## src/sv/lbr_pkg.sv

```systemverilog
// lbr_pkg: shared types and constants for the LRU buffer replacement unit.
// Used by lbr_ctrl, lbr_datapath and lru_buffer_replacement_unit.
package lbr_pkg;

  localparam int NUM_BUFFERS_DEF = 256;
  localparam int ID_W            = 8;
  localparam int CNT_W           = 32;

  localparam logic OP_ALLOC = 1'b0;
  localparam logic OP_HIT   = 1'b1;

  localparam logic ST_OK     = 1'b0;
  localparam logic ST_UNUSED = 1'b1;

  typedef enum logic [3:0] {
    S_IDLE,
    S_DECIDE,
    S_ALLOC1,
    S_ALLOC2,
    S_MREAD,
    S_MW1,
    S_MW2,
    S_MW3,
    S_FINISH
  } state_t;

  // prev_link write: address / data pairs
  typedef enum logic [1:0] {
    PW_TGT_NIL,
    PW_HEAD_TGT,
    PW_N_P
  } prv_sel_t;

  // next_link write: address / data pairs
  typedef enum logic {
    NW_P_N,
    NW_TGT_HEAD
  } nxt_sel_t;

  typedef struct packed {
    logic     load_item;
    logic     decide;
    logic     rd;
    logic     prv_we;
    prv_sel_t prv_sel;
    logic     nxt_we;
    nxt_sel_t nxt_sel;
    logic     head_to_tgt;
    logic     tail_to_tgt;
    logic     tail_to_p;
    logic     used_inc;
    logic     out_load;
  } lbr_cmd_t;

  typedef struct packed {
    logic op;
    logic full;
    logic hit_ok;
    logic tgt_is_head;
    logic head_nil;
    logic n_nil;
    logic out_free;
  } lbr_stat_t;

endpackage

```

## src/sv/lbr_ctrl.sv

```systemverilog
// lbr_ctrl: request sequencer for the LRU buffer replacement unit.
// Depends on lbr_pkg; drives lbr_datapath through lbr_cmd_t.
module lbr_ctrl
  import lbr_pkg::*;
(
  input  logic      clk,
  input  logic      rst,
  input  logic      in_valid,
  output logic      in_ready,
  input  lbr_stat_t stat,
  output lbr_cmd_t  cmd
);

  state_t state, state_next;

  always_ff @(posedge clk) begin
    if (rst) begin
      state <= S_IDLE;
    end else begin
      state <= state_next;
    end
  end

  always_comb begin
    state_next = state;
    case (state)
      S_IDLE: begin
        if (in_valid) state_next = S_DECIDE;
      end
      S_DECIDE: begin
        if (stat.op == OP_ALLOC && !stat.full) begin
          state_next = S_ALLOC1;
        end else if (stat.op == OP_HIT && !stat.hit_ok) begin
          state_next = S_FINISH;
        end else if (stat.tgt_is_head) begin
          state_next = S_FINISH;
        end else begin
          state_next = S_MREAD;
        end
      end
      S_ALLOC1: state_next = stat.head_nil ? S_FINISH : S_ALLOC2;
      S_ALLOC2: state_next = S_FINISH;
      S_MREAD:  state_next = S_MW1;
      S_MW1:    state_next = S_MW2;
      S_MW2:    state_next = S_MW3;
      S_MW3:    state_next = S_FINISH;
      S_FINISH: begin
        if (stat.out_free) state_next = S_IDLE;
      end
      default:  state_next = S_IDLE;
    endcase
  end

  always_comb begin
    cmd      = '0;
    in_ready = 1'b0;
    case (state)
      S_IDLE: begin
        in_ready      = !rst;
        cmd.load_item = in_valid && !rst;
      end
      S_DECIDE: cmd.decide = 1'b1;
      S_ALLOC1: begin
        cmd.prv_we  = 1'b1;
        cmd.prv_sel = PW_TGT_NIL;
        cmd.nxt_we  = 1'b1;
        cmd.nxt_sel = NW_TGT_HEAD;
        if (stat.head_nil) begin
          cmd.head_to_tgt = 1'b1;
          cmd.tail_to_tgt = 1'b1;
          cmd.used_inc    = 1'b1;
        end
      end
      S_ALLOC2: begin
        cmd.prv_we      = 1'b1;
        cmd.prv_sel     = PW_HEAD_TGT;
        cmd.head_to_tgt = 1'b1;
        cmd.used_inc    = 1'b1;
      end
      S_MREAD: cmd.rd = 1'b1;
      S_MW1: begin
        cmd.nxt_we  = 1'b1;
        cmd.nxt_sel = NW_P_N;
        cmd.prv_we  = 1'b1;
        cmd.prv_sel = PW_TGT_NIL;
      end
      S_MW2: begin
        cmd.nxt_we  = 1'b1;
        cmd.nxt_sel = NW_TGT_HEAD;
        cmd.prv_we  = 1'b1;
        cmd.prv_sel = PW_HEAD_TGT;
      end
      S_MW3: begin
        cmd.head_to_tgt = 1'b1;
        if (stat.n_nil) begin
          cmd.tail_to_p = 1'b1;
        end else begin
          cmd.prv_we  = 1'b1;
          cmd.prv_sel = PW_N_P;
        end
      end
      S_FINISH: cmd.out_load = stat.out_free;
      default: ;
    endcase
  end

endmodule

```

## src/sv/lbr_datapath.sv

```systemverilog
// lbr_datapath: link memories, head/tail/fill pointers, eviction count, result register.
// Depends on lbr_pkg; sequenced by lbr_ctrl.
module lbr_datapath
  import lbr_pkg::*;
#(
  parameter int NUM_BUFFERS = NUM_BUFFERS_DEF
) (
  input  logic             clk,
  input  logic             rst,
  input  lbr_cmd_t         cmd,
  output lbr_stat_t        stat,
  input  logic             operation,
  input  logic [ID_W-1:0]  buffer_id,
  output logic             out_valid,
  input  logic             out_ready,
  output logic [ID_W-1:0]  granted_id,
  output logic             victim_reclaimed,
  output logic [CNT_W-1:0] eviction_total,
  output logic             status
);

  localparam int IW = $clog2(NUM_BUFFERS + 1);
  localparam int AW = $clog2(NUM_BUFFERS);
  localparam int CW = (IW > ID_W) ? IW : ID_W;
  localparam logic [IW-1:0] NIL = IW'(NUM_BUFFERS);

  logic [IW-1:0] prv_mem [NUM_BUFFERS];
  logic [IW-1:0] nxt_mem [NUM_BUFFERS];

  logic             item_op;
  logic [ID_W-1:0]  item_id;
  logic [IW-1:0]    tgt;
  logic             err;
  logic             victim;
  logic [IW-1:0]    head;
  logic [IW-1:0]    tail;
  logic [IW-1:0]    used_count;
  logic [CNT_W-1:0] evictions;
  logic [IW-1:0]    prv_rd;
  logic [IW-1:0]    nxt_rd;

  logic [CW-1:0]    bid_ext;
  logic [CW-1:0]    used_ext;
  logic [CW-1:0]    tgt_ext;
  logic [IW-1:0]    tgt_next;
  logic             full;
  logic             hit_ok;
  logic [IW-1:0]    prv_addr;
  logic [IW-1:0]    prv_wdata;
  logic [IW-1:0]    nxt_addr;
  logic [IW-1:0]    nxt_wdata;

  always_comb begin
    bid_ext  = CW'(item_id);
    used_ext = CW'(used_count);
    tgt_ext  = CW'(tgt);
    full     = (used_count == NIL);
    hit_ok   = (bid_ext < used_ext);
    if (item_op == OP_HIT) begin
      tgt_next = bid_ext[IW-1:0];
    end else if (full) begin
      tgt_next = tail;
    end else begin
      tgt_next = used_count;
    end
  end

  always_comb begin
    stat.op          = item_op;
    stat.full        = full;
    stat.hit_ok      = hit_ok;
    stat.tgt_is_head = (tgt_next == head);
    stat.head_nil    = (head == NIL);
    stat.n_nil       = (nxt_rd == NIL);
    stat.out_free    = !out_valid || out_ready;
  end

  always_comb begin
    case (cmd.prv_sel)
      PW_TGT_NIL: begin
        prv_addr  = tgt;
        prv_wdata = NIL;
      end
      PW_HEAD_TGT: begin
        prv_addr  = head;
        prv_wdata = tgt;
      end
      PW_N_P: begin
        prv_addr  = nxt_rd;
        prv_wdata = prv_rd;
      end
      default: begin
        prv_addr  = tgt;
        prv_wdata = NIL;
      end
    endcase
    case (cmd.nxt_sel)
      NW_P_N: begin
        nxt_addr  = prv_rd;
        nxt_wdata = nxt_rd;
      end
      NW_TGT_HEAD: begin
        nxt_addr  = tgt;
        nxt_wdata = head;
      end
      default: begin
        nxt_addr  = tgt;
        nxt_wdata = head;
      end
    endcase
  end

  always_ff @(posedge clk) begin
    if (cmd.prv_we) prv_mem[prv_addr[AW-1:0]] <= prv_wdata;
    if (cmd.rd) prv_rd <= prv_mem[tgt[AW-1:0]];
  end

  always_ff @(posedge clk) begin
    if (cmd.nxt_we) nxt_mem[nxt_addr[AW-1:0]] <= nxt_wdata;
    if (cmd.rd) nxt_rd <= nxt_mem[tgt[AW-1:0]];
  end

  always_ff @(posedge clk) begin
    if (cmd.load_item) begin
      item_op <= operation;
      item_id <= buffer_id;
    end
    if (cmd.decide) begin
      tgt    <= tgt_next;
      err    <= (item_op == OP_HIT) && !hit_ok;
      victim <= (item_op == OP_ALLOC) && full;
    end
    if (cmd.out_load) begin
      granted_id       <= err ? item_id : tgt_ext[ID_W-1:0];
      victim_reclaimed <= victim;
      eviction_total   <= evictions;
      status           <= err ? ST_UNUSED : ST_OK;
    end
  end

  always_ff @(posedge clk) begin
    if (rst) begin
      head       <= NIL;
      tail       <= NIL;
      used_count <= '0;
      evictions  <= '0;
      out_valid  <= 1'b0;
    end else begin
      if (cmd.head_to_tgt) head <= tgt;
      if (cmd.tail_to_tgt) begin
        tail <= tgt;
      end else if (cmd.tail_to_p) begin
        tail <= prv_rd;
      end
      if (cmd.used_inc) used_count <= used_count + IW'(1);
      if (cmd.decide && item_op == OP_ALLOC && full) evictions <= evictions + CNT_W'(1);
      if (cmd.out_load) begin
        out_valid <= 1'b1;
      end else if (out_ready) begin
        out_valid <= 1'b0;
      end
    end
  end

endmodule

```

## src/sv/lru_buffer_replacement_unit.sv

```systemverilog
// LRU buffer replacement unit: recency list over NUM_BUFFERS buffers in two link memories.
// One request at a time: a miss-status hit or a hit on the head goes straight to S_FINISH;
// an allocate of a fresh buffer passes S_ALLOC1, then S_ALLOC2 unless the list was empty;
// a move to head does one link read (S_MREAD) and link writes in S_MW1, S_MW2 and S_MW3
// on the single prev_link write port. A held registered result delays the next transfer.
// Sync active-high reset empties the list, clears counters. Uses lbr_pkg, lbr_ctrl, lbr_datapath.
module lru_buffer_replacement_unit
  import lbr_pkg::*;
#(
  parameter int NUM_BUFFERS = NUM_BUFFERS_DEF
) (
  input  logic             clk,
  input  logic             rst,
  input  logic             in_valid,
  output logic             in_ready,
  input  logic             operation,
  input  logic [ID_W-1:0]  buffer_id,
  output logic             out_valid,
  input  logic             out_ready,
  output logic [ID_W-1:0]  granted_id,
  output logic             victim_reclaimed,
  output logic [CNT_W-1:0] eviction_total,
  output logic             status
);

  lbr_cmd_t  cmd;
  lbr_stat_t stat;

  lbr_ctrl u_ctrl (
    .clk      (clk),
    .rst      (rst),
    .in_valid (in_valid),
    .in_ready (in_ready),
    .stat     (stat),
    .cmd      (cmd)
  );

  lbr_datapath #(
    .NUM_BUFFERS (NUM_BUFFERS)
  ) u_datapath (
    .clk              (clk),
    .rst              (rst),
    .cmd              (cmd),
    .stat             (stat),
    .operation        (operation),
    .buffer_id        (buffer_id),
    .out_valid        (out_valid),
    .out_ready        (out_ready),
    .granted_id       (granted_id),
    .victim_reclaimed (victim_reclaimed),
    .eviction_total   (eviction_total),
    .status           (status)
  );

endmodule
```

## config.mk

```make
export PLATFORM = sky130hd
export DESIGN_NAME = lru_buffer_replacement_unit
export DESIGN_NICKNAME = d
export VERILOG_FILES = /design/src/sv/lbr_pkg.sv /design/src/sv/lbr_ctrl.sv /design/src/sv/lbr_datapath.sv /design/src/sv/lru_buffer_replacement_unit.sv
export SDC_FILE = /design/constraint.sdc
export NUM_CORES = 2
export LEC_CHECK = 0
export BUFFER_PORTS_ARGS = -buffer_cell sky130_fd_sc_hd__buf_2
export CORE_MARGIN = 4
export CORE_UTILIZATION = 50
export DETAILED_ROUTE_END_ITERATION = 16
export GPL_ROUTABILITY_DRIVEN = 0
export PLACE_DENSITY = 0.69
export SLEW_MARGIN = 40
export SYNTH_ARGS = -nofsm -noshare
export SYNTH_HDL_FRONTEND = slang
export SYNTH_HIERARCHICAL = 1
export SYNTH_MEMORY_MAX_BITS = 65536
export SYNTH_SLANG_ARGS = --single-unit
```

## constraint.sdc

```tcl
create_clock -name clk -period 8.7 [get_ports clk]
set_input_delay 0.87 -clock clk [delete_from_list [all_inputs] [get_ports clk]]
set_output_delay 0.87 -clock clk [all_outputs]
set_load 0.02 [all_outputs]
```

* After elaboration in Yosys (flattened, before gate mapping)
Memories as Yosys holds them, arrays and structs flattened. A register that Yosys moved wholly into a read port is not among the register bits. Index checks and enable logic that the tools add are counted.
Storage, ports and cells: register bits 126, bits in writable memories 4608, input bits 13, output and inout port bits 44, memories kept 2
Cells by class: $add $sub $neg 2, order comparisons 1, equality and inequality tests 16, muxes and demuxes 38, bitwise operators 2, reductions and logical operators 19
Memories:
- u_datapath.nxt_mem | depth 256, bits a word 9, read ports 1, clocked after Yosys merged registers in 1, write ports 1, RTL line lbr_datapath.sv:28 | logic [IW-1:0] nxt_mem [NUM_BUFFERS];
- u_datapath.prv_mem | depth 256, bits a word 9, read ports 1, clocked after Yosys merged registers in 1, write ports 1, RTL line lbr_datapath.sv:27 | logic [IW-1:0] prv_mem [NUM_BUFFERS];
Operators with widths (count):
- 9-bit two-way mux | 4
- 9-bit one-hot mux with 2 select lines | 2
- 32-bit by 1-bit adder with 32-bit output (second input constant) | 1
- 4-bit one-hot mux with 8 select lines | 1
- 8-bit one-hot mux with 2 select lines | 2
- 9-bit equality test (second input constant) | 3
- 4-bit two-way mux | 6
- 4-bit by 3-bit equality test with 1-bit output (second input constant) | 4
- 1-bit two-way mux | 16
- 9-bit by 1-bit adder with 9-bit output (second input constant) | 1
- 9-bit equality test | 1
- 8-bit by 9-bit < comparator with 1-bit output | 1
- 3-bit one-hot mux with 3 select lines | 1
- 4-bit by 2-bit equality test with 1-bit output (second input constant) | 2
- 8-bit two-way mux | 1
- 2-bit OR reduction | 4
- 1-bit logical AND | 6
- 4-bit by 1-bit equality test with 1-bit output (second input constant) | 1
- 4-bit equality test (second input constant) | 1
- 1-bit logical NOT | 4
- 4-bit logical NOT | 1
- 1-bit one-hot mux with 2 select lines | 2
- 2-bit one-hot mux with 2 select lines | 1
- 2-bit nonzero test | 2
- other kinds (9) | 10

* Logic depth before layout (Yosys ltp)
depth after elaboration 8, gate-level depth with buffers 14, gate-level depth less buffers 11

* Hierarchy
Netlist, hierarchy kept.
Modules (own cells, without submodules):
- lbr_datapath | times used 1, cells each 9238, area an instance 184230.4 um^2
- lbr_ctrl | times used 1, cells each 52, area an instance 391.6 um^2

* Worst setup path after synthesis
No wires, ideal clock.
path kind flip-flop to flip-flop, start register u_datapath.nxt_rd[4], read port of u_datapath.nxt_mem, end memory u_datapath/prv_mem[0][3] (netlist bit), data pin, setup time 1391 ps, arrival 7862 ps, setup slack -553 ps, stages on the path, launching flop included 11, cells stage by stage edfxtp_1 > nor4_1 > nand3b_1 > nor4_1 > nor2_1 > inv_1 > ha_1 > clkbuf_1 > clkbuf_1 > a22oi_1 > nor2_1
RTL lines:
- start, declared | RTL line lbr_datapath.sv:40 | logic [IW-1:0] nxt_rd;
- end, declared | RTL line lbr_datapath.sv:27

==> results.ini <==
[status]
status=completed

[timing]
slew_headroom_pct=36.5
fin_ws_ns=2.61
tightestPinTransition_ns=0.946
setup_viol=0
min_period_ns=6.09
fin_crit_sh_pct=70.0
fmax_ghz=0.164
drv_slew=0
setup_tns_ns=0
hold_viol_final=0
clock-skew-final_ns=0.0458
fin_hold_ws_ns=0.0795
rsz0062_at_grt=no

[synth]
synth_simple_gate_area_share_pct=3.00
synth_seq_area_share_pct=76.9
synth_edf_count=4688
synth_fp_nets=9315
synth-compound-area-share_pct=3.91
avgSynthCellArea_um2=19.9
synth_top_family_by_area=multiplexers
synthArstFlopShare_pct=0
synth_mux_area_share_pct=14.0
ys.flop_type=edfxtp_1
yosysWarnings=6
syn_inst=9290
synth_area_um2=185000
synth_xor_area_share_pct=0.195
yosysUniqueCellTypes=78
synth-adder-area-share_pct=0.0813
synth-seq-cells=4752

[placed_design]
detailedPlacementHpwl_um=288000
place_ws_ns=2.37
io_buffer_count=56

[route]
wl_um=478000
avgViaCountPerCell=6.51
drt_first_pass_iters=7
drc=0
first_iter_violations=13819
ant_nets=0
num_vias=95274
wire_per_inst_um=32.7

[clocking]
cts_resized=0
clockRootBuffer=clkbuf_16
cts_tree=yes
clock_path_buffers=4
clock_latency_ns=0.97
cts_buffers=447
cts_num_sinks=4752
clkTransAtPathRegs_ns=0.06
htree_levels=5

[layout]
fillers=26548
nets=9452
fin_util_pct=56.1
layout-drive-gt1-share_pct=21.3
area_growth_pct=11.4

[power_and_ir_drop]
ir_drop_uv=189
clkPwrFrac_pct=39.1
total_power_w=0.0490
power_density_nw_per_um2=239
p_leak_nw=60.0
swShare_pct=23.4
seqPwrFrac_pct=51.6
p_sw_w=0.0115
combPwrFrac_pct=9.3
internal-power_w=0.0376

[floorplanning]
fp-row-count=222
coreArea_um2=367000
start_util_pct=50.4
die_h_um=616
die_w_um=616
dieArea_um2=379000
io_pins=57

[setup_path]
slowest_stage=nand3_1
critical_path.max_fanout=17
crit_path_end_kind=register
rr_worst_depth=12
crit_required_ns=9.29
path_cells=nor4_1 > nand3b_1 > nor4_1 > nor2_1 > inv_1 > ha_1 > a221oi_1 > a21oi_1 > nor2b_1 > nand3_1 > buf_4 > nor2_1
path_class=register to register
arrival_ns=6.68
start_kind=register
slowest_delay_ns=0.79

[global_route]
gr-usage-all-layers_pct=24.7
antenna_found_initial=19
grt.overflow.total=0
grt_pass1_wl_um=685000
grt_max_degree=157
grt_pass1_vias=93274

[worst_hold_path]
hold_path_class=input port to register
min_path_cells=1

[job]
cap_violations=0

[worst max-delay path: cells and delay by family, from the launching register on]
family                   cells  cell delay, ns
flip-flops                   1            0.43
buffers and inverters        2            0.62
adder cells (fa/ha/maj)      1            0.52
AO/OA/AOI/OAI                2            0.85
AND/OR/NAND/NOR              7            3.26
[state kept, by name (all words and copies together) (netlist names), 4 cells and up]
register                   count
u_datapath/nxt_mem          2304
u_datapath/prv_mem          2304
u_datapath/eviction_total     32
u_datapath/evictions          32
u_datapath/head                9
u_datapath/nxt_rd              9
u_datapath/prv_rd              9
u_datapath/tail                9
u_datapath/tgt                 9
u_datapath/used_count          9
u_datapath/granted_id          8
u_datapath/item_id             8
u_ctrl/state                   4
[layout by cell type (no fill, tap or decap), types with 86 or more instances in the layout]
cell type and instances:
clkinv_1 102, edfxtp_1 4688, clkbuf_16 456, mux2i_1 852, nor2_2 290, a22o_1 86, buf_4 132, o21ai_0 112
a21oi_1 112, mux4_2 755, a22oi_1 204, a221oi_1 121, nand2_1 140, nor2_1 323, nor3_1 133, o22ai_1 315
[through the flow]
| stage | std cells | instance area [µm²] |
|---|---|---|
| 2_1_floorplan | 9290 | 185000 |
| 3_3_place_gp | 13770 | 190000 |
| 3_5_place_dp | 13787 | 191000 |
| 4_1_cts | 14610 | 205000 |
| 5_1_grt | 14618 | 206000 |
| 6_report | 14625 | 206000 |
[repair_timing]
| action | 4_1_cts | 5_1_grt |
|---|---|---|
| setup buffers | 0 | 0 |
| endpoints found under the hold margin | 1 | 0 |
| hold buffers | 1 | 0 |
[kinds of logic after synthesis]
| kind of cell | after synthesis |
|---|---|
| multiplexers | 1627 |
| XOR/XNOR | 41 |
| AO/OA/AOI/OAI | 1041 |
| flip-flops | 4752 |
| buffers and inverters | 597 |
| adder cells (fa/ha/maj) | 12 |
| AND/OR/NAND/NOR | 1220 |
[power groups by stage]
stage                     Clock [W]  Combinational (W)  Sequential, W
after CTS                    0.0194            0.00450         0.0253
final                        0.0192            0.00458         0.0253
after detailed placement          0            0.00448         0.0258
after floorplan                   0            0.00294         0.0258
after global routing         0.0204            0.00474         0.0253
after global placement            0            0.00436         0.0258
[cell usage after synthesis (6+ instances only)]
cell type,count,area share [%]
mux2i_1,852,4.6
o22ai_1,315,1.1
edfxtp_1,4688,76
nand3b_1,7,0.028
a21oi_1,114,0.31
buf_2,135,0.37
a22o_1,86,0.41
nor2_1,625,1.3
or3_1,9,0.030
ha_1,12,0.081
buf_8,9,0.073
nand2_1,168,0.34
a211oi_1,13,0.053
a2111oi_0,11,0.052
nand3_1,77,0.21
buf_1,30,0.061
mux2_2,18,0.11
clkbuf_1,219,0.45
a22oi_1,204,0.83
nand2b_1,15,0.051
xor2_1,18,0.085
a221oi_2,10,0.081
buf_4,108,0.44
a221oi_1,121,0.57
mux4_2,755,9.2
buf_12,8,0.087
and2_1,14,0.047
and3_1,14,0.047
nor3_1,142,0.38
nor2b_1,24,0.081
buf_6,62,0.38
a21o_1,6,0.024
o21ai_0,119,0.32
o21a_1,11,0.045
nand4_1,35,0.12
a31oi_1,9,0.030
dfxtp_1,64,0.69
xnor2_1,23,0.11
nor4_1,52,0.18
inv_1,22,0.045
[layer usage]
layer  track usage, %  routed length [µm]  vias up
met3             5.33               51400      933
met4             8.96               18600       18
met2             38.5              227000     5962
met5                0                 157        -
li1                 -                   -    38606
met1             34.7              181000    49755
[path summary, 6_finish.rpt]
check,start,endpoint,slack [ns]
worst max-delay path,u_datapath/nxt_rd[4]$_DFFE_PP_,u_datapath/prv_mem[5][5]$_DFFE_PP_,2.61
worst min register to register,u_datapath/evictions[13]$_SDFFE_PP0P_,u_datapath/eviction_total[13]$_DFFE_PP_,0.45
worst min-delay path,buffer_id[5],u_datapath/item_id[5]$_DFFE_PP_,0.08
worst max register to register,u_datapath/nxt_rd[4]$_DFFE_PP_,u_datapath/prv_mem[5][5]$_DFFE_PP_,2.61
[cell type report]
class                   instances  area, µm²  share of cell area (%)
inverters                      24       93.8                  0.0456
clock inverters               276       2590                    1.26
diodes                          9       22.5                  0.0110
repair buffers                261       2610                    1.27
multi-input cells            3941      40400                    19.7
well taps                    4816       6030                    2.93
clock buffers                 546      11800                    5.74
flip-flops and latches       4752     142000                    69.1
Note: power is estimated with default switching activity, not from simulation.
